===== config.mk =====
export PLATFORM = sky130hd
export DESIGN_NAME = gcd_lcm_unit_top
export DESIGN_NICKNAME = d
export VERILOG_FILES = /design/src/sv/glu_pkg.sv /design/src/sv/gcd_lcm_unit_top.sv
export SDC_FILE = /design/constraint.sdc
export NUM_CORES = 1
export LEC_CHECK = 0
export BUFFER_PORTS_ARGS = -buffer_cell sky130_fd_sc_hd__clkbuf_2
export CAP_MARGIN = 20
export CORE_MARGIN = 2
export CORE_UTILIZATION = 40
export CTS_CLUSTER_SIZE = 12
export DETAILED_ROUTE_END_ITERATION = 8
export PLACE_DENSITY = 0.69
export SETUP_SLACK_MARGIN = 0.3
export SKIP_CTS_REPAIR_TIMING = 1
export SLEW_MARGIN = 20
export SYNTH_ARGS = -nofsm -noshare
export SYNTH_HDL_FRONTEND = slang
export SYNTH_SLANG_ARGS = --single-unit

===== constraint.sdc =====
create_clock -name clk_i -period 21.7 [get_ports clk_i]
set_input_delay 0 -clock clk_i [delete_from_list [all_inputs] [get_ports clk_i]]
set_output_delay 0 -clock clk_i [all_outputs]
set_load 0.05 [all_outputs]

===== src/sv/glu_pkg.sv =====
// Package for the GCD/LCM unit: payload structs, sequencer states, default width.
`timescale 1ns / 1ps

package glu_pkg;

  localparam int unsigned DataWidthDefault = 32;

  typedef struct packed {
    logic signed [31:0] a_value;
    logic signed [31:0] b_value;
  } glu_req_t;

  typedef struct packed {
    logic        status;
    logic [30:0] gcd_result;
    logic [61:0] lcm_result;
  } glu_rsp_t;

  localparam logic StatusOk      = 1'b0;
  localparam logic StatusInvalid = 1'b1;

  typedef enum logic [2:0] {
    ST_IDLE,
    ST_STRIP,
    ST_ODDX,
    ST_LOOP,
    ST_SHL,
    ST_DIV,
    ST_MUL,
    ST_FIN
  } glu_state_e;

endpackage


===== src/sv/gcd_lcm_unit_top.sv =====
// GCD/LCM unit: binary GCD, restoring divide and shift-add multiply on one adder.
//
//   channel   | handshake        | payload          | notes
//   ----------+------------------+------------------+-----------------------------
//   command   | start, busy      | req_i (a, b)     | beat taken when start & !busy
//   result    | done_o           | rsp_o            | one-cycle strobe, no stall
//
// A beat with a non-positive operand returns status invalid in the following cycle.
// A valid beat, once taken, strips s common factors of two (later restored by the left
// shift), halves a k more times, and runs the binary GCD loop, one step for each
// halving, subtract or swap. Then DATA_WIDTH divide and DATA_WIDTH multiply steps
// run on the same adder.
// Reset clears the sequencer and the strobe; busy stays high until the result.
`timescale 1ns / 1ps

module gcd_lcm_unit_top #(
  parameter int unsigned DATA_WIDTH = glu_pkg::DataWidthDefault
) (
  input  logic              clk_i,
  input  logic              rst_ni,
  input  logic              start,
  output logic              busy,
  input  glu_pkg::glu_req_t req_i,
  output logic              done_o,
  output glu_pkg::glu_rsp_t rsp_o
);

  localparam int unsigned DW = DATA_WIDTH;
  localparam int unsigned CW = $clog2(DW + 1);

  glu_pkg::glu_state_e state_q, state_d;

  logic [DW-1:0]   x_q, x_d;
  logic [DW-1:0]   y_q, y_d;
  logic [DW-1:0]   a_q, a_d;
  logic [DW-1:0]   b_q, b_d;
  logic [DW-1:0]   rem_q, rem_d;
  logic [DW-1:0]   quo_q, quo_d;
  logic [2*DW-1:0] prod_q, prod_d;
  logic [CW-1:0]   sh_q, sh_d;
  logic [CW-1:0]   cnt_q, cnt_d;
  logic            done_q, done_d;
  glu_pkg::glu_rsp_t rsp_q, rsp_d;

  // shared adder/subtractor
  logic [DW:0] alu_a, alu_b, alu_res;
  logic        alu_sub;

  logic [DW-1:0] a_w, b_w;
  logic          a_ok, b_ok;
  logic [DW-1:0] div_shift;
  logic          alu_neg;

  assign a_w  = req_i.a_value[DW-1:0];
  assign b_w  = req_i.b_value[DW-1:0];
  assign a_ok = (a_w != '0) && !a_w[DW-1];
  assign b_ok = (b_w != '0) && !b_w[DW-1];

  // remainder stays below the divisor, so the shifted value fits in DW bits
  assign div_shift = {rem_q[DW-2:0], quo_q[DW-1]};

  assign alu_res = alu_a + (alu_b ^ {(DW+1){alu_sub}}) + (DW+1)'(alu_sub);
  assign alu_neg = alu_res[DW];

  always_comb begin
    unique case (state_q)
      glu_pkg::ST_DIV: begin
        alu_a   = {1'b0, div_shift};
        alu_b   = {1'b0, x_q};
        alu_sub = 1'b1;
      end
      glu_pkg::ST_MUL: begin
        alu_a   = {1'b0, prod_q[2*DW-1:DW]};
        alu_b   = {1'b0, b_q};
        alu_sub = 1'b0;
      end
      default: begin
        alu_a   = {1'b0, y_q};
        alu_b   = {1'b0, x_q};
        alu_sub = 1'b1;
      end
    endcase
  end

  always_ff @(posedge clk_i or negedge rst_ni) begin
    if (!rst_ni) begin
      state_q <= glu_pkg::ST_IDLE;
      done_q  <= 1'b0;
    end else begin
      state_q <= state_d;
      done_q  <= done_d;
    end
  end

  always_ff @(posedge clk_i) begin
    x_q    <= x_d;
    y_q    <= y_d;
    a_q    <= a_d;
    b_q    <= b_d;
    rem_q  <= rem_d;
    quo_q  <= quo_d;
    prod_q <= prod_d;
    sh_q   <= sh_d;
    cnt_q  <= cnt_d;
    rsp_q  <= rsp_d;
  end

  always_comb begin
    state_d = state_q;
    x_d     = x_q;
    y_d     = y_q;
    a_d     = a_q;
    b_d     = b_q;
    rem_d   = rem_q;
    quo_d   = quo_q;
    prod_d  = prod_q;
    sh_d    = sh_q;
    cnt_d   = cnt_q;
    rsp_d   = rsp_q;
    done_d  = 1'b0;

    unique case (state_q)
      glu_pkg::ST_IDLE: begin
        if (start) begin
          if (a_ok && b_ok) begin
            x_d     = a_w;
            y_d     = b_w;
            a_d     = a_w;
            b_d     = b_w;
            sh_d    = '0;
            state_d = glu_pkg::ST_STRIP;
          end else begin
            rsp_d.status     = glu_pkg::StatusInvalid;
            rsp_d.gcd_result = '0;
            rsp_d.lcm_result = '0;
            done_d           = 1'b1;
          end
        end
      end
      glu_pkg::ST_STRIP: begin
        // drop common factors of two
        if (!x_q[0] && !y_q[0]) begin
          x_d  = x_q >> 1;
          y_d  = y_q >> 1;
          sh_d = sh_q + CW'(1);
        end else begin
          state_d = glu_pkg::ST_ODDX;
        end
      end
      glu_pkg::ST_ODDX: begin
        if (!x_q[0]) begin
          x_d = x_q >> 1;
        end else begin
          state_d = glu_pkg::ST_LOOP;
        end
      end
      glu_pkg::ST_LOOP: begin
        if (y_q == '0) begin
          state_d = glu_pkg::ST_SHL;
        end else if (!y_q[0]) begin
          y_d = y_q >> 1;
        end else if (alu_neg) begin
          // x > y: swap, subtract on the next step
          x_d = y_q;
          y_d = x_q;
        end else begin
          y_d = alu_res[DW-1:0];
        end
      end
      glu_pkg::ST_SHL: begin
        if (sh_q == '0) begin
          rem_d   = '0;
          quo_d   = a_q;
          cnt_d   = '0;
          state_d = glu_pkg::ST_DIV;
        end else begin
          x_d  = x_q << 1;
          sh_d = sh_q - CW'(1);
        end
      end
      glu_pkg::ST_DIV: begin
        rem_d = alu_neg ? div_shift : alu_res[DW-1:0];
        quo_d = {quo_q[DW-2:0], !alu_neg};
        cnt_d = cnt_q + CW'(1);
        if (cnt_q == CW'(DW - 1)) begin
          prod_d  = {{DW{1'b0}}, quo_q[DW-2:0], !alu_neg};
          cnt_d   = '0;
          state_d = glu_pkg::ST_MUL;
        end
      end
      glu_pkg::ST_MUL: begin
        // add b into the upper half when the low bit is set, then shift right
        if (prod_q[0]) begin
          prod_d = {alu_res, prod_q[DW-1:1]};
        end else begin
          prod_d = {1'b0, prod_q[2*DW-1:DW], prod_q[DW-1:1]};
        end
        cnt_d = cnt_q + CW'(1);
        if (cnt_q == CW'(DW - 1)) begin
          state_d = glu_pkg::ST_FIN;
        end
      end
      glu_pkg::ST_FIN: begin
        rsp_d.status     = glu_pkg::StatusOk;
        rsp_d.gcd_result = 31'(x_q);
        rsp_d.lcm_result = 62'(prod_q);
        done_d           = 1'b1;
        state_d          = glu_pkg::ST_IDLE;
      end
      default: begin
        state_d = glu_pkg::ST_IDLE;
      end
    endcase
  end

  assign busy   = (state_q != glu_pkg::ST_IDLE);
  assign done_o = done_q;
  assign rsp_o  = rsp_q;

endmodule


==> out/qor.yml, run 1 <==
worst_hold_path:
  hold_path_class: "input pin to register"
  hold_end: "b_q[1]"
  hp-start: "req_i[1]"
  whs_path_depth: 2
route:
  ant_nets: 0
  wl_per_cell_um: 22.63
  drt_iter0_drc: 1889
  num_vias: 16195
  drtPass1Iterations: 5
  drc: 0
  viasPerCell: 5.803
  wl_mm: 63.16
sta:
  worst-slew-pin-transition_ns: 1.128
  rsz0062_at_grt: "no"
  setup_tns_ns: 0
  maxSlewHeadroom: 0.2481
  maxSlewViolCount: 0
  clock.fmax_mhz: 154.0
  period_minus_slack_ns: 6.491
  final_hold_viol_count: 0
  fin_skew_ns: 0.01647
  setup_viol: 0
  post-route-period-util: 0.2991
logic_synthesis:
  yosysUniqueCellTypes: 70
  netlist_top_cells_area: "edfxtp_1 (55%), nand2_1 (6.1%), a21oi_1 (4.8%), nor2_1 (4.4%), o21ai_0 (2.4%)"
  synth.largest_area_cell: "edfxtp_1"
  synthesis.area_sq_um: 19560
  synthArstFlopShare: 0.01096
  synth_top_area_frac: 0.5543
  syn_inst: 1978
  ys_warn_count: 0
  synth_edf_count: 361
  ys_seq_area_frac: 0.5594
  yosysMostFrequentCell: "edfxtp_1"
  synth_commonest_cells: "edfxtp_1 (361), nand2_1 (316), nor2_1 (228)"
  synth.avg_cell_area_sq_um: 9.888
  synth_seq_cells: 365
  syn_nets: 2083
  synth_flop_cell: "edfxtp_1"
die:
  die_area_sq_um: 50680
  core_area_sq_um: 48650
  die-width_um: 225.1
  boundaryPins: 163
  initial_core_util: 0.4020
  die_h_um: 225.1
  fp-row-count: 81
clock_tree:
  clk_latency_ns: 0.58
  h-tree-depth: 2
  clock_sinks: 365
  clkTransAtPathRegs_ns: 0.06
  cts_inserted_buffers: 41
  cts_root_buf: "clkbuf_16"
  clk_path_buf_depth: 3
  cts_tree: "built"
critical_path:
  reg2reg_from: "state_q[0]"
  crit_required_ns: 22.02
  critPathMaxFanout: 69
  r2r_end: "y_q[31]"
  slowest_delay_ns: 0.80
  cp-end-kind: "register"
  r2r_cells: 16
  critPathSlowestCell: "a211oi_4"
  crit_family: "compound AO/OA/AOI/OAI gates"
  rrSetupSlack_ns: 15.21
  cp_cell_sequence: "nor2b_4, nand2_4, buf_4, nor2_1, a21oi_1, ha_1, nand2_1, o21ai_0, inv_1, a21oi_2, nand2_1, a211oi_4, buf_4, mux2i_1, o21ai_1, o21bai_1"
  crit_buf_inv: 3
  crit_type: "register to register"
  cp-start-kind: "register"
  arrival_ns: 6.81
job:
  maxCapViolCount: 0
global_route:
  grt-ovfl-total: 0
  grt_max_degree: 95
  track_usage: 0.2423
  antenna_found_initial: 0
  grt_pass1_vias: 14680
  grt_first_pass_wirelength_mm: 91.97
placement:
  gp_congestion: 0.9418
  portBuffers: 162
  dp.cells: 2651
  hpwl_mm: 44.66
run_status:
  outcome: "finished, final reports clean"
layout:
  drive_gt1_frac: 0.1236
  fin_cells: 2791
  fillers: 4503
  syn2layout_area_growth_pct: 16.80
  antenna_cells: 0
  nets: 2245
registers in the layout, indices dropped and copies added, names as in the netlist:
name     cells
a_q         32
b_q         32
cnt_q        6
done_o       1
prod_q      64
quo_q       32
rem_q       31
rsp_o       94
sh_q         6
state_q      3
x_q         32
y_q         32
how the worst max path moves through the flow:
stage	start	end	slack, ns	cells past startpoint
2_1_floorplan	state_q[2]	rsp_o[0]	13.41	5
3_3_place_gp	state_q[0]	y_q[31]	15.46	16
3_5_place_dp	state_q[0]	y_q[31]	15.33	16
4_1_cts	state_q[0]	y_q[31]	15.33	16
5_1_grt	state_q[0]	y_q[31]	14.71	16
6_report	state_q[0]	y_q[31]	15.21	16
kinds of logic after synthesis:
| group | synth area share |
|---|---|
| AOI/OAI and AO/OA | 0.1557 |
| buffers and inverters | 0.04357 |
| and+or+nand+nor | 0.1751 |
| adders and majority gates | 0.02508 |
| xor gates and xnor gates | 0.01747 |
| muxes | 0.02373 |
| DFF | 0.5594 |
metrics by stage:
stage	area (sq um)	worst slack [ns]	utilization	hold WS, ns
after global placement	20840	15.46	0.4284	-0.1574
final	22840	15.21	0.4696	0.2152
after global routing	22840	14.71	0.4696	0.2127
after floorplan	19560	13.41	-	-0.2956
after CTS	22140	15.33	0.4550	-0.7604
after detailed placement	20880	15.33	0.4292	-0.1526
cell usage in the layout (no fill, tap or decap), types with 5 or more instances in the layout:
cell type and instances:
buf_4 22, and2_1 69, o31ai_1 6, a22o_1 10, xnor2_1 18, nor4_1 28, nor2b_1 8, a31oi_1 38
nand3_1 52, nand4_1 15, nor3b_1 5, a21boi_0 10, and3_1 10, nor3_1 11, xor2_1 20, inv_1 79
nand2b_1 5, mux2i_1 43, o21bai_1 9, a22oi_1 17, ha_1 36, nand2_1 314, edfxtp_1 361, dlygate4sd3_1 67
o211ai_1 5, nor2_1 227, o22ai_1 63, clkbuf_2 162, clkbuf_16 42, clkinv_1 12, a21oi_1 188, o21ai_0 90
clkbuf_1 10, a211oi_1 11, a21o_1 14, or3_1 9
layout make-up:
| class | count | area (sq um) | area share |
|---|---|---|---|
| clock buffer | 52 | 1089 | 0.04765 |
| clock inverter | 20 | 167.7 | 0.007340 |
| timing repair buffer | 253 | 1702 | 0.07449 |
| tap | 622 | 778.2 | 0.03407 |
| multi-input combinational | 1399 | 7855 | 0.3439 |
| inverter | 80 | 300.3 | 0.01315 |
| sequential | 365 | 10950 | 0.4794 |
worst register-to-register path, delay by kind of cell, from the launching register on:
kind	cells	cell delay [ns]
adder cells (fa/ha/maj)	1	0.46
multiplexers	1	0.27
buffers and inverters	3	1.32
AO/OA/AOI/OAI	6	1.83
AND/OR/NAND/NOR	5	1.67
flip-flops	1	0.71
per-layer routing:
layer / GRT usage / part of all wire
met1: 0.3433 / 0.43
met3: 0.05346 / 0.096
met2: 0.3735 / 0.45
met5: 0 / 0
met4: 0.06879 / 0.025
Power of run 1 is not shown: default switching activity piles up to over one toggle a cycle in this logic, so the estimate is an artifact.
==> run 2: changes to the inputs <==
--- a/config.mk
+++ b/config.mk
@@ -5,6 +5,7 @@
 export SDC_FILE = /design/constraint.sdc
 export NUM_CORES = 1
 export LEC_CHECK = 0
+export ABC_AREA = 1
 export BUFFER_PORTS_ARGS = -buffer_cell sky130_fd_sc_hd__clkbuf_2
 export CAP_MARGIN = 20
 export CORE_MARGIN = 2
==> constraint.sdc (replaced) <==
create_clock -name clk_i -period 6.1 [get_ports clk_i]
set_input_delay 0 -clock clk_i [delete_from_list [all_inputs] [get_ports clk_i]]
set_output_delay 0 -clock clk_i [all_outputs]
set_load 0.05 [all_outputs]
==> out/qor.yml, run 2 <==
placement:
  post-place-ws_ns: 1.483
  portBuffers: 162
  post_dp_cell_area_sq_um: 20420
  hpwl_mm: 46.63
  gp_congestion: 0.9189
worst_hold_path:
  whs_path_depth: 2
  hold_path_class: "input pin to register"
  hp-start: "req_i[12]"
logic_synthesis:
  synth_commonest_cells: "nand2_1 (518), edfxtp_1 (361), inv_1 (251)"
  synthSimpleGateAreaFrac: 0.1871
  synth.largest_area_cell: "edfxtp_1"
  synthMuxAreaShare: 0
  yosysMostFrequentCell: "nand2_1"
  yosysUniqueCellTypes: 49
  syn_nets: 2167
  synth.avg_cell_area_sq_um: 9.177
  synth_top_family_by_area: "simple AND/OR/NAND/NOR gates"
  synth_xor_area_frac: 0.01111
  ys_warn_count: 0
  synthAdderAreaFrac: 0.02592
  synth_flop_cell: "edfxtp_1"
  synth_seq_cells: 365
  synthArstFlopShare: 0.01096
  netlist_top_cells_area: "edfxtp_1 (57%), nand2_1 (10%), inv_1 (5.0%), o21ai_0 (4.4%), a21oi_1 (4.1%)"
  synth_top_area_frac: 0.5729
  ys_seq_area_frac: 0.5782
  synth_compound_area_frac: 0.1260
  synth_edf_count: 361
  synthesis.area_sq_um: 18920
  syn_inst: 2062
clock_tree:
  cts_root_buf: "clkbuf_16"
  clock_sinks: 365
  cts_tree: "built"
  h-tree-depth: 2
  clk_latency_ns: 0.60
  clk_path_buf_depth: 3
  clkTransAtPathRegs_ns: 0.06
  cts_inserted_buffers: 41
layout:
  syn2layout_area_growth_pct: 18.32
  largest_reg_flops: 94
  finish.instance_area_sq_um: 22390
  nets: 2380
  final_cell_mix: "nand2_1 (516), edfxtp_1 (361), inv_1 (251)"
  layout_commonest_cell: "nand2_1"
  antenna_cells: 0
  drive_gt1_frac: 0.1241
critical_path:
  r2r_cells: 18
  arrival_ns: 5.01
  critPathMaxFanout: 41
  cp-end-kind: "register"
  crit_required_ns: 6.37
  cp-start-kind: "register"
  reg2reg_from: "state_q[2]"
  crit_start: "state_q[2]"
  crit_type: "register to register"
run_status:
  outcome: "finished with violations"
  violations: "design-rule violations"
sta:
  worst-slew-pin-transition_ns: 1.050
  post-route-period-util: 0.7785
  rsz0062_at_grt: "no"
  fin_ws_ns: 1.351
  maxSlewHeadroom: 0.2983
  maxSlewViolCount: 0
  setup_viol: 0
  period_minus_slack_ns: 4.749
  setup_tns_ns: 0
  fin_skew_ns: 0.02761
  final_hold_viol_count: 0
  clock.fmax_mhz: 210.6
die:
  die_h_um: 221.5
  core_area_sq_um: 46650
  initial_core_util: 0.4056
  die_area_sq_um: 49060
  fp-row-count: 79
  die-width_um: 221.5
  boundaryPins: 163
route:
  wl_per_cell_um: 22.01
  drt_iter0_drc: 1826
  ant_nets: 0
  drc: 7
  num_vias: 16045
  drtPass1Iterations: 8
  wl_mm: 64.06
  viasPerCell: 5.512
global_route:
  grt-ovfl-total: 0
  grt_first_pass_wirelength_mm: 94.44
  grt_max_degree: 61
  track_usage: 0.2543
  antenna_found_initial: 1
  grt_pass1_vias: 15156
job:
  maxCapViolCount: 0
-- run 2: cell types whose count changed after synthesis, moves of 43 or more --
cell	before	now
and2_1	69	0
mux2i_1	43	0
nand2_1	316	518
inv_1	79	251
nor2_1	228	185
o21ai_0	93	168
-- run 2: cell families (layout without fill, tap and decap cells) --
logic type | count (synthesis) | after routing
AO/OA/AOI/OAI | 428 | 428
XOR/XNOR | 24 | 24
adder cells (fa/ha/maj) | 38 | 38
buffers and inverters | 350 | 592
flip-flops | 365 | 365
AND/OR/NAND/NOR | 857 | 857
-- run 2: cell type report --
class                   instances  area, sq um
clock buffers                  51         1064
clock inverters                21        231.5
fillers                      4473        24260
inverters                     257        967.2
multi-input cells            1347         6691
flip-flops and latches        365        10940
well taps                     607        759.5
repair buffers                263         1737
-- run 2: worst max-delay path: stages (launching register included) --
cell and delay, ns:
dfrtp_1 0.67, nand3_4 0.13, inv_2 0.64, o21ai_0 0.45, fa_1 0.54, nand2_1 0.09
inv_1 0.05, nand2_1 0.06, nand2_1 0.10, nand2_1 0.09, nand3_2 0.09, nand2_1 0.10
nand2_2 0.09, nand2_1 0.10, nand3_1 0.16, nand2_4 0.38, a21oi_1 0.17, nor3_2 0.21
buf_4 0.28
-- run 2: worst paths after layout --
kind / to / slack [ns]
hold reg to reg: quo_q[4] / 0.52
min in group asynchronous: done_o / 0.34
hold / removal: b_q[12] / 0.17
setup / recovery: x_q[15] / 1.35
setup reg to reg: x_q[15] / 1.35
max in group asynchronous: state_q[0] / 5.57
-- run 2: routing by layer --
layer | track usage | part of all wire | up-vias
met5 | 0 | 0.00028 | -
met2 | 0.3795 | 0.43 | 854
met4 | 0.1003 | 0.040 | 2
met3 | 0.05632 | 0.10 | 142
li1 | - | - | 7430
met1 | 0.3612 | 0.42 | 7617
-- run 2: stage by stage --
stage               instances  hold WS [ns]    util
floorplan                2062       -0.2956       -
global placement         2772       -0.1795  0.4378
detailed placement       2772       -0.1750  0.4378
CTS                      2844       -0.7814  0.4655
global route             2911        0.1805  0.4799
finish                   2911        0.1674  0.4799
Power of run 2 is left out for the same reason.
==> run 3: changes to the inputs <==
==> constraint.sdc (replaced) <==
create_clock -name clk_i -period 4.5 [get_ports clk_i]
set_input_delay 0 -clock clk_i [delete_from_list [all_inputs] [get_ports clk_i]]
set_output_delay 0 -clock clk_i [all_outputs]
set_load 0.05 [all_outputs]
==> out/qor.yml, run 3 (synthesis results as in run 2) <==
run_status:
  outcome: "finished with violations"
  violations: "design-rule violations"
critical_path:
  critPathMaxFanout: 14
  crit_type: "register to register"
  crit_required_ns: 4.77
  slowest_delay_ns: 0.45
  cp-end-kind: "register"
  critPathSlowestCell: "dfrtp_2"
  cp-start-kind: "register"
  arrival_ns: 4.25
  crit_path_frequent_cell: "nand2_1"
die:
  core_area_sq_um: 46650
  die_area_sq_um: 49060
  die_h_um: 221.5
  fp-row-count: 79
  initial_core_util: 0.4056
  die-width_um: 221.5
  boundaryPins: 163
sta:
  rsz0062_at_grt: "no"
  post-route-period-util: 0.8847
  fin_skew_ns: 0.02965
  clock.fmax_mhz: 251.2
  maxSlewViolCount: 0
  maxSlewHeadroom: 0.2876
  fin_ws_ns: 0.5190
  setup_tns_ns: 0
  setup_viol: 0
  period_minus_slack_ns: 3.981
  final_hold_viol_count: 0
  worst-slew-pin-transition_ns: 1.066
route:
  drc: 8
  wl_mm: 62.52
  drt_iter0_drc: 1898
  viasPerCell: 5.520
  ant_nets: 0
  num_vias: 16085
  wl_per_cell_um: 21.46
  drtPass1Iterations: 8
clock_tree:
  cts_inserted_buffers: 40
  cts_root_buf: "clkbuf_16"
  clk_path_buf_depth: 3
  cts_tree: "built"
  clk_latency_ns: 0.59
  h-tree-depth: 2
  clkTransAtPathRegs_ns: 0.06
  clock_sinks: 365
global_route:
  antenna_found_initial: 0
  grt_first_pass_wirelength_mm: 92.34
  grt-ovfl-total: 0
  grt_pass1_vias: 14929
  grt_max_degree: 77
  track_usage: 0.2470
layout:
  layout_commonest_cell: "nand2_1"
  syn2layout_area_growth_pct: 19.25
  nets: 2387
  antenna_cells: 0
  fillers: 4453
  final_cell_mix: "nand2_1 (515), edfxtp_1 (361), inv_1 (248)"
  largest_reg_flops: 94
  drive_gt1_frac: 0.1322
job:
  maxCapViolCount: 0
worst_hold_path:
  hold_path_class: "input pin to register"
placement:
  post-place-ws_ns: 0.2789
  gp_congestion: 0.9221
  portBuffers: 162
  hpwl_mm: 44.68
## run 3: cell types whose count changed in the layout (fill, tap and decap cells not counted), sizes merged
| cell | before | now |
|---|---|---|
| clkinv | 16 | 8 |
| buf | 34 | 40 |
| clkbuf | 213 | 218 |
| bufinv | 3 | 2 |
| clkinvlp | 2 | 3 |
## run 3: metrics by stage
| step | hold WS, ns | instance area (sq um) | util | cells |
|---|---|---|---|---|
| 2_1_floorplan | -0.2956 | 18960 | - | 2062 |
| 3_3_place_gp | -0.1810 | 20510 | 0.4396 | 2771 |
| 3_5_place_dp | -0.1800 | 20510 | 0.4396 | 2771 |
| 4_1_cts | -0.7718 | 21740 | 0.4659 | 2838 |
| 5_1_grt | 0.1990 | 22570 | 0.4837 | 2914 |
| 6_report | 0.1945 | 22570 | 0.4837 | 2914 |
## run 3: area by class of cell
| type | count | area (sq um) | area share |
|---|---|---|---|
| tap | 607 | 759.5 | 0.03365 |
| multi-input combinational | 1347 | 6721 | 0.2978 |
| clock buffer | 54 | 1074 | 0.04757 |
| clock inverter | 13 | 153.9 | 0.006820 |
| inverter | 257 | 975.9 | 0.04325 |
| sequential | 365 | 10940 | 0.4850 |
| timing repair buffer | 271 | 1938 | 0.08588 |
## run 3: metal layers
layer  vias up  GRT usage  share of wire
li1       7462          -              -
met1      7612     0.3504           0.42
met2       890     0.3785           0.44
met3       121    0.05036           0.10
met4         0    0.08391          0.033
met5         -          0              0
## run 3: final timing paths
kind	from	to	slack, ns	cells past startpoint
min reg2reg	a_q[28]	quo_q[28]	0.52	2
min in group asynchronous	rst_ni	done_o	0.36	3
max	state_q[0]	x_q[6]	0.52	25
max in group asynchronous	rst_ni	state_q[2]	3.93	3
max reg2reg	state_q[0]	x_q[6]	0.52	25
min	req_i[6]	b_q[6]	0.19	2
## run 3: worst max-delay path, delay by kind of cell (launching register included)
kind,cells,cell delay (ns)
compound gates,4,0.38
fa+ha+maj,1,0.39
buf+inv,6,0.71
flops,1,0.45
simple gates,14,1.75
Power of run 3 is left out for the same reason.
